### config.mk
export PLATFORM = sky130hd
export DESIGN_NAME = quadrature_knob_with_button
export DESIGN_NICKNAME = d
export VERILOG_FILES = /design/src/qkb_pkg.sv /design/src/qkb_button.sv /design/src/quadrature_knob_with_button.sv
export SDC_FILE = /design/constraint.sdc
export NUM_CORES = 1
export LEC_CHECK = 0
export BUFFER_PORTS_ARGS = -buffer_cell sky130_fd_sc_hd__buf_2
export CAP_MARGIN = 20
export CORE_MARGIN = 2
export CORE_UTILIZATION = 30
export DETAILED_ROUTE_END_ITERATION = 8
export SYNTH_ARGS = -nofsm -noshare
export SYNTH_HDL_FRONTEND = slang
export SYNTH_HIERARCHICAL = 1
export SYNTH_SLANG_ARGS = --single-unit
### constraint.sdc
create_clock -name aclk -period 6.6 [get_ports aclk]
set_clock_uncertainty 0.1 [all_clocks]
set_input_delay 0 -clock aclk [delete_from_list [all_inputs] [get_ports aclk]]
set_output_delay 0 -clock aclk [all_outputs]
set_load 0.01 [all_outputs]
### src/qkb_pkg.sv
`timescale 1ns / 1ps
// ============================================================================
// qkb_pkg
// Shared types and constants for the quadrature knob with push button.
// ============================================================================
package qkb_pkg;

    localparam int POSITION_WIDTH_DEFAULT = 8;
    localparam int POS_OUT_W              = 8;
    localparam int LOCK_W                 = 8;

    localparam logic [LOCK_W-1:0] LOCKOUT_LIMIT_RESET = 8'd100;
    localparam logic [LOCK_W-1:0] LOCK_TICKS_MAX      = 8'hFF;

    typedef logic [1:0] qkb_code_t;

    // next phase code for a step up and a step down, indexed by current code
    localparam qkb_code_t NEXT_UP   [4] = '{2'h2, 2'h0, 2'h3, 2'h1};
    localparam qkb_code_t NEXT_DOWN [4] = '{2'h1, 2'h3, 2'h0, 2'h2};

    typedef struct packed {
        logic push;
        logic release_evt;
        logic held;
    } qkb_btn_evt_t;

endpackage

### src/qkb_button.sv
`timescale 1ns / 1ps
// ============================================================================
// qkb_button
// Button press/release state machine with lockout counter and held flag.
// ============================================================================
module qkb_button (
    input  logic                      aclk,
    input  logic                      aresetn,
    input  logic                      step_en,
    input  logic                      pressed,
    input  logic [qkb_pkg::LOCK_W-1:0] lockout_limit,
    output qkb_pkg::qkb_btn_evt_t     evt
);
    import qkb_pkg::*;

    typedef enum logic [1:0] {
        PH_IDLE         = 2'd0,
        PH_PRESSED      = 2'd1,
        PH_PRESS_LOCK   = 2'd2,
        PH_RELEASE_LOCK = 2'd3
    } phase_t;

    phase_t            phase_reg, phase_next, phase_cur;
    logic [LOCK_W-1:0] ticks_reg, ticks_next, ticks_inc;
    logic              held_reg, held_next;
    logic              push, rel;

    assign ticks_inc = (ticks_reg == LOCK_TICKS_MAX) ? ticks_reg : ticks_reg + 1'b1;

    always_comb begin
        phase_cur  = phase_reg;
        phase_next = phase_reg;
        ticks_next = ticks_reg;
        held_next  = held_reg;
        push       = 1'b0;
        rel        = 1'b0;
        if (pressed && phase_reg == PH_IDLE) begin
            phase_cur = PH_PRESSED;
        end
        unique case (phase_cur)
            PH_IDLE: begin
                phase_next = PH_IDLE;
            end
            PH_PRESSED: begin
                push       = 1'b1;
                phase_next = PH_PRESS_LOCK;
            end
            PH_PRESS_LOCK: begin
                if (!held_reg) begin
                    ticks_next = ticks_inc;
                end
                if (ticks_next > lockout_limit) begin
                    ticks_next = '0;
                    held_next  = 1'b1;
                end
                if (held_next && !pressed) begin
                    phase_next = PH_RELEASE_LOCK;
                end
            end
            PH_RELEASE_LOCK: begin
                rel = (ticks_reg == '0);
                if (held_reg) begin
                    ticks_next = ticks_inc;
                end
                if (ticks_next > lockout_limit) begin
                    ticks_next = '0;
                    held_next  = 1'b0;
                    phase_next = PH_IDLE;
                end
            end
        endcase
    end

    assign evt.push        = push;
    assign evt.release_evt = rel;
    assign evt.held        = held_next;

    always_ff @(posedge aclk) begin
        if (!aresetn) begin
            phase_reg <= PH_IDLE;
            ticks_reg <= '0;
            held_reg  <= 1'b0;
        end else if (step_en) begin
            phase_reg <= phase_next;
            ticks_reg <= ticks_next;
            held_reg  <= held_next;
        end
    end

endmodule

### src/quadrature_knob_with_button.sv
`timescale 1ns / 1ps
// ============================================================================
// quadrature_knob_with_button
// x4 quadrature position counter with debounced push button events.
// ============================================================================
//
//  channel  direction  handshake            beat
//  s_       in         s_valid / s_ready    phase_a, phase_b, button_level
//  m_       out        m_valid / m_ready    position, push/release, lockout
//  cfg_     in         cfg_valid/cfg_ready  lockout_limit
//
//  one beat per cycle while m_ready keeps up; an s_ accept reaches m_valid through the
//  input register, one pass of decode and button logic, then the result register
//  aresetn clears position, phase history, button state; limit resets to 100
//  a stalled m_ side holds the result; s_ready stays high while the
//  input register can move forward or is empty
//
module quadrature_knob_with_button #(
    parameter int POSITION_WIDTH = qkb_pkg::POSITION_WIDTH_DEFAULT
) (
    input  logic                          aclk,
    input  logic                          aresetn,

    input  logic                          s_valid,
    output logic                          s_ready,
    input  logic                          s_phase_a,
    input  logic                          s_phase_b,
    input  logic                          s_button_level,

    output logic                          m_valid,
    input  logic                          m_ready,
    output logic [qkb_pkg::POS_OUT_W-1:0] m_position,
    output logic                          m_push_event,
    output logic                          m_release_event,
    output logic                          m_lockout_active,

    input  logic                          cfg_valid,
    output logic                          cfg_ready,
    input  logic [qkb_pkg::LOCK_W-1:0]    cfg_data
);
    import qkb_pkg::*;

    logic                      in_valid_reg;
    qkb_code_t                 in_code_reg;
    logic                      in_button_reg;

    logic [LOCK_W-1:0]         limit_reg;
    qkb_code_t                 last_code_reg;
    logic [POSITION_WIDTH-1:0] position_reg, position_next;

    logic                      out_valid_reg;
    logic [POS_OUT_W-1:0]      out_position_reg;
    logic                      out_push_reg, out_release_reg, out_held_reg;

    logic                      out_free, step_en;
    qkb_btn_evt_t              btn_evt;

    assign out_free  = !out_valid_reg || m_ready;
    assign step_en   = in_valid_reg && out_free;
    assign s_ready   = !in_valid_reg || out_free;
    assign cfg_ready = 1'b1;

    always_comb begin
        position_next = position_reg;
        if (in_code_reg == NEXT_UP[last_code_reg]) begin
            position_next = position_reg + 1'b1;
        end else if (in_code_reg == NEXT_DOWN[last_code_reg]) begin
            position_next = position_reg - 1'b1;
        end
    end

    qkb_button u_button (
        .aclk          (aclk),
        .aresetn       (aresetn),
        .step_en       (step_en),
        .pressed       (!in_button_reg),
        .lockout_limit (limit_reg),
        .evt           (btn_evt)
    );

    always_ff @(posedge aclk) begin
        if (!aresetn) begin
            in_valid_reg  <= 1'b0;
            out_valid_reg <= 1'b0;
            limit_reg     <= LOCKOUT_LIMIT_RESET;
            last_code_reg <= '0;
            position_reg  <= '0;
        end else begin
            if (cfg_valid) begin
                limit_reg <= cfg_data;
            end
            if (s_ready) begin
                in_valid_reg <= s_valid;
            end
            if (step_en) begin
                last_code_reg <= in_code_reg;
                position_reg  <= position_next;
                out_valid_reg <= 1'b1;
            end else if (m_ready) begin
                out_valid_reg <= 1'b0;
            end
        end
    end

    // payload
    always_ff @(posedge aclk) begin
        if (s_ready && s_valid) begin
            in_code_reg   <= {s_phase_b, s_phase_a};
            in_button_reg <= s_button_level;
        end
        if (step_en) begin
            out_position_reg <= POS_OUT_W'(position_next);
            out_push_reg     <= btn_evt.push;
            out_release_reg  <= btn_evt.release_evt;
            out_held_reg     <= btn_evt.held;
        end
    end

    assign m_valid          = out_valid_reg;
    assign m_position       = out_position_reg;
    assign m_push_event     = out_push_reg;
    assign m_release_event  = out_release_reg;
    assign m_lockout_active = out_held_reg;

endmodule

# [Word level (Yosys, flattened, before mapping)]
# Cells that the tools add are included.
[op_classes] add_sub_neg=3 n_bitwise=1 order_cmp=3 n_mux=27 n_reduce_logical=16 n_eq_ne=8
[ops] operator="8-bit 2-to-1 mux" n=9
[ops] operator="8-bit by 1-bit adder with 8-bit output (second input constant)" n=2
[ops] operator="8-bit > comparator" n=2
[ops] operator="8-bit case mux with 2 select lines" n=1
[ops] operator="2-bit 2-to-1 mux" n=7
[ops] operator="2-bit binary-select mux with 2-bit select" n=2
[ops] operator="8-bit equality test (second input constant)" n=1
[ops] operator="8-bit logical NOT" n=1
[ops] operator="2-bit case mux with 4 select lines" n=1
[ops] operator="8-bit by 1-bit subtractor with 8-bit output (second input constant)" n=1
[ops] operator="1-bit 2-to-1 mux" n=6
[ops] operator="2-bit equality test" n=2
[ops] operator="2-bit equality test (second input constant)" n=2
[ops] operator="1-bit logical AND" n=4
[ops] operator="2-bit logical NOT" n=2
[ops] operator="2-bit by 1-bit != test with 1-bit output (second input constant)" n=2
[ops] operator="2-bit nonzero test" n=2
[ops] operator="3-bit >= comparator (second input constant)" n=1
[ops] operator="1-bit logical NOT" n=3
[ops] operator="2-bit NOT with 3-bit output" n=1
[ops] operator="3-bit AND reduction" n=1
[ops] operator="2-bit by 1-bit equality test with 1-bit output (second input constant)" n=1
[ops] operator="1-bit logical OR" n=2
[ops] operator="1-bit case mux with 2 select lines" n=1
[ops] operator="2-bit AND reduction" n=1
[word_totals] output_inout_bits=14 ff_bits=45 inputBits=16 word_cells=72

# [Logic depth before layout (Yosys ltp)]
[depth] depth_word=11 depth_mapped=13 ltp_nobuf=12

# [Cells and area by module]
# Netlist, hierarchy kept.
[modules_own_cells] module="quadrature_knob_with_button" cells_per_inst=157 n_inst=1 area_per_inst_um2=1581.5 seq_area_each_um2=820.8
[modules_own_cells] module="qkb_button" cells_per_inst=176 n_inst=1 area_per_inst_um2=1346.3 seq_area_each_um2=220.2

# [Worst setup path after synthesis]
# Ideal clock, no wire load.
[synth_timing] path_type="register to register" startpoint="register u_button.ticks_reg[0]" endpoint="register out_held_reg (netlist: m_lockout_active) (data pin)" path_slack_ns=3.724 n_path_buf=1 t_arrival_ns=2.525 path_stages_with_launch=13 setup_ns=0.251 required_time_ns=6.249 path_cell_list="dfxtp_1 -> ha_1 -> nand3_2 -> o21ai_2 -> mux2_1 -> ha_1 -> nor2b_1 -> o211ai_1 -> a21oi_1 -> o31ai_1 -> o21ai_0 -> o21ai_1 -> buf_4"
[synth_between] elab_chain_len=8 elab_cells_between_ends=13
[synth_lines] item="start, declared" line="qkb_button.sv:24" source="logic [LOCK_W-1:0] ticks_reg, ticks_next, ticks_inc;"
[synth_lines] item="start signal, assigned" line="qkb_button.sv:85" source="ticks_reg <= ticks_next;"
[synth_lines] item="8-bit by 1-bit adder with 8-bit output / 8-bit equality test (equally long branches)" line="qkb_button.sv:28" source="assign ticks_inc = (ticks_reg == LOCK_TICKS_MAX) ? ticks_reg : ticks_reg + 1'b1;"
[synth_lines] item="8-bit 2-to-1 mux" line="qkb_button.sv:28"
[synth_lines] item="8-bit 2-to-1 mux" line="qkb_button.sv:49" source="if (!held_reg) begin"
[synth_lines] item="8-bit 2-to-1 mux" line="qkb_button.sv:40" source="unique case (phase_cur)"
[synth_lines] item="8-bit > comparator" line="qkb_button.sv:52" source="if (ticks_next > lockout_limit) begin"
[synth_lines] item="1-bit 2-to-1 mux" line="qkb_button.sv:52"
[synth_lines] item="1-bit 2-to-1 mux" line="qkb_button.sv:40"
[synth_lines] item="1-bit case mux with 2 select lines (*)" line="qkb_button.sv:40"
[synth_lines] item="net u_button.held_next" line="qkb_button.sv:25" source="logic held_reg, held_next;"
[synth_lines] item="end signal, assigned" line="quadrature_knob_with_button.sv:115" source="out_held_reg <= btn_evt.held;"
[synth_lines] item="end, declared" line="quadrature_knob_with_button.sv:53" source="logic out_push_reg, out_release_reg, out_held_reg;"
# Mark *: on every way through the listed nets, which the timed path passes. The rest lies on a longest branch. The select of a mux whose other input is x is not followed.
# A chain may end at the register's enable or synchronous reset.

# [Final worst setup path]
[layout_timing] startpoint="register u_button.ticks_reg[1]" endpoint="register u_button.ticks_reg[4]"
[layout_between] elab_chain_len=7 elab_cells_between_ends=12
[layout_lines] item="8-bit by 1-bit adder with 8-bit output / 8-bit equality test (equally long branches)" line="qkb_button.sv:28"
[layout_lines] item="8-bit 2-to-1 mux" line="qkb_button.sv:28"
[layout_lines] item="8-bit 2-to-1 mux (on tied branches)" line="qkb_button.sv:62, qkb_button.sv:49"
[layout_lines] item="8-bit 2-to-1 mux" line="qkb_button.sv:40"
[layout_lines] item="8-bit > comparator (on tied branches)" line="qkb_button.sv:65, qkb_button.sv:52"
[layout_lines] item="8-bit 2-to-1 mux (on tied branches)" line="qkb_button.sv:65, qkb_button.sv:52"
[layout_lines] item="8-bit case mux with 2 select lines (*)" line="qkb_button.sv:40"
# Mark *: on every way between the ends. The rest lies on a longest branch, timed or not. The select of a mux whose other input is x is not followed.

==> impl_metrics.ini <==
[placement]
dp_hpwl_microns = 4626
port_buffers = 28
place_area_sq_um = 3128
gp_congestion = 0.8328

[cts]
cts_buffer_depth = 2
htree_levels = 2
clk_latency_ps = 300
cts.reportedPaths.clkPinSlew_ps = 90
cts_tree = yes
cts-root-buf = clkbuf_8
numCtsBuffers = 5
cts_sinks = 45

[timing]
slew_headroom = 0.5388
period_share = 0.5016
slew_violations = 0
tightest_slew_ps = 689.3
tns_ps = 0
rsz0062_at_grt = no
fin_crit_ps = 3311
hold_violations = 0
max_freq_ghz = 0.3020
finalSetupViolations = 0
hold_ws_ps = 11.62

[floorplanning]
core_sq_um = 9639
row_count = 36
chipWidth_microns = 102.8
io_pins = 30
dieArea_sq_um = 10570
start_util = 0.3037
die_h_microns = 102.8

[final_layout]
fin_util = 0.3510
final_common_cell = nand2_1
fin_nets = 398
layout-drive-gt1-share = 0.1543
final_area_sq_um = 3383
n_fill_cell = 1004
layout_common_cells = nand2_1, nor2_1, dfxtp_1, buf_2, a21oi_1
syn_to_final_growth_pct = 15.56
n_antenna_cell = 0

[logic_synthesis]
synth_compound_area_frac = 0.1393
synth.avg_cell_area_sq_um = 8.792
synth_mux_area_frac = 0.07222
synth_cell_types = 55
synth_area_sq_um = 2928
synth-main-ff-cell = dfxtp_1
yosys.area_share.simple = 0.2201
yosys.area_share.adder = 0.08547
synth_top_family_by_area = simple AND/OR/NAND/NOR gates
synthXorXnorAreaFrac = 0.06538
yosys_warnings = 6
synth-async-reset-ratio = 0
synth_edf_count = 14
ys_seq_elements = 45
syn-num-nets = 369
synth-seq-area-share = 0.3556
synth_cells = 333

[setup_path]
cpLargestDelayFamily = compound AO/OA/AOI/OAI gates
crit_type = reg -> reg
worstPathCellList = ha_1 -> nand3_2 -> o21ai_2 -> mux2_1 -> ha_1 -> nor2b_1 -> o211ai_1 -> a21oi_1 -> o22ai_4 -> a221oi_1 -> nor2_1
reg2reg_from = u_button/ticks_reg[1]
end_kind = flip-flop
arrival_ps = 3400
critPathRequiredTime_ps = 6690
critPathMaxFanout = 9
ff2ff_path_depth = 11
slowest_delay_ps = 430
r2r-end = u_button/ticks_reg[4]
path_common_cell = ha_1
worst_path_max_delay_cell = dfxtp_1
startpoint_type = flip-flop
r2r_slack_ps = 3290
path_buf_inv = 0

[worst_hold_path]
holdPathEnd = limit_reg[5]
hold_path_depth = 3
holdCritPathClass = in -> reg
hold_path_startpoint = cfg_valid

[pwr]
power_density_nw_per_um2 = 185.8
finalPower_mw = 0.6286
peakVddDrop_mv = 0.08855
p_leak_nw = 1.398

[grt]
antenna_found_initial = 0
grt_max_degree = 29
grt_pass1_wl_microns = 10800
grt_use_total = 0.1303
overflow = 0
grt_pass1_vias = 2362

[detailed_routing]
drt_pass1_iterations = 4
ant_nets = 0
num_vias = 2422
drt_wl_total_microns = 6354
drc_errors = 0
via_per_inst = 4.883
dr.first_iter.drc_count = 81
drt-wirelength-per-cell_microns = 12.81

[run]
cap_violations = 0

[outcome]
status = completed
[worst max-delay path by stage]
stage | from | to | slack (ps) | cells past startpoint
2_1_floorplan | u_button/ticks_reg[0] | m_lockout_active | 3720 | 12
3_3_place_gp | u_button/ticks_reg[0] | u_button/ticks_reg[4] | 3420 | 11
3_5_place_dp | u_button/ticks_reg[0] | u_button/ticks_reg[4] | 3350 | 11
4_1_cts | u_button/ticks_reg[0] | u_button/ticks_reg[4] | 3340 | 11
5_1_grt | u_button/ticks_reg[0] | u_button/ticks_reg[4] | 3080 | 11
6_report | u_button/ticks_reg[1] | u_button/ticks_reg[4] | 3290 | 11
[cells by family (layout without fill, tap and decap cells)]
family,Yosys count,after routing
adders and majority gates,20,20
xor gates and xnor gates,18,18
buffers and inverters,39,69
other,1,1
and+or+nand+nor,128,128
AOI/OAI and AO/OA,63,63
muxes,19,19
DFF,45,45
[final cells by class]
cell class              instances  area (sq um)  share of cell area
clock buffers                   5         68.82             0.02034
clock inverters                 3         46.29             0.01368
inverters                      19         71.32             0.02108
multi-input cells             249          1709              0.5052
flip-flops and latches         45          1041              0.3077
well taps                     133         166.4             0.04919
repair buffers                 42         280.3             0.08284
[timing repair]
action	in CTS	in global routing
hold buffers	14	0
gates resized for setup	0	0
endpoints found under the hold margin	16	0
buffers inserted	0	0
[metal layers]
layer | part of all wire | track usage
met1 | 0.46 | 0.1667
met2 | 0.47 | 0.2112
met3 | 0.045 | 0.02712
met4 | 0.025 | 0.06073
met5 | 0 | 0
[tightest hold or removal path, stage by stage]
cell and delay, ps:
buf_2 180, mux2i_1 140, nand2_1 60
[cells in the mapped netlist (2+ instances only)]
cell | number | area, sq um
o211ai_1 | 4 | 30.03
and3_1 | 5 | 31.28
dfxtp_1 | 31 | 620.6
nor2_1 | 32 | 120.1
a21oi_1 | 23 | 115.1
mux2i_1 | 14 | 140.1
nand4_1 | 14 | 87.58
a31oi_1 | 2 | 12.51
clkbuf_1 | 8 | 30.03
ha_1 | 20 | 250.2
nand2b_1 | 7 | 43.79
a221oi_2 | 2 | 30.03
a221oi_1 | 5 | 43.79
buf_4 | 7 | 52.55
nand2_1 | 36 | 135.1
and2_1 | 4 | 25.02
a211o_1 | 2 | 17.52
o21ai_0 | 14 | 70.07
buf_2 | 4 | 20.02
xor2_1 | 6 | 52.55
and4_4 | 2 | 22.52
nor2b_1 | 4 | 25.02
nor4_1 | 3 | 18.77
o21ai_1 | 4 | 20.02
mux2_4 | 4 | 60.06
nand3_1 | 10 | 50.05
edfxtp_1 | 14 | 420.4
xnor2_1 | 9 | 78.83
inv_1 | 17 | 63.81
[report_power, final]
| part | internal (mW) | total (mW) | switching (mW) |
|---|---|---|---|
| logic | 0.0438 | 0.0967 | 0.0529 |
| clock network | 0.113 | 0.217 | 0.103 |
| registers | 0.302 | 0.315 | 0.0135 |
[through the flow]
| step | setup slack [ps] | cells |
|---|---|---|
| 6_report | 3289 | 496 |
| 5_1_grt | 3078 | 496 |
| 4_1_cts | 3337 | 496 |
| 3_5_place_dp | 3350 | 474 |
| 3_3_place_gp | 3424 | 474 |
| 2_1_floorplan | 3724 | 333 |
Note: power is estimated with default switching activity, not from simulation.
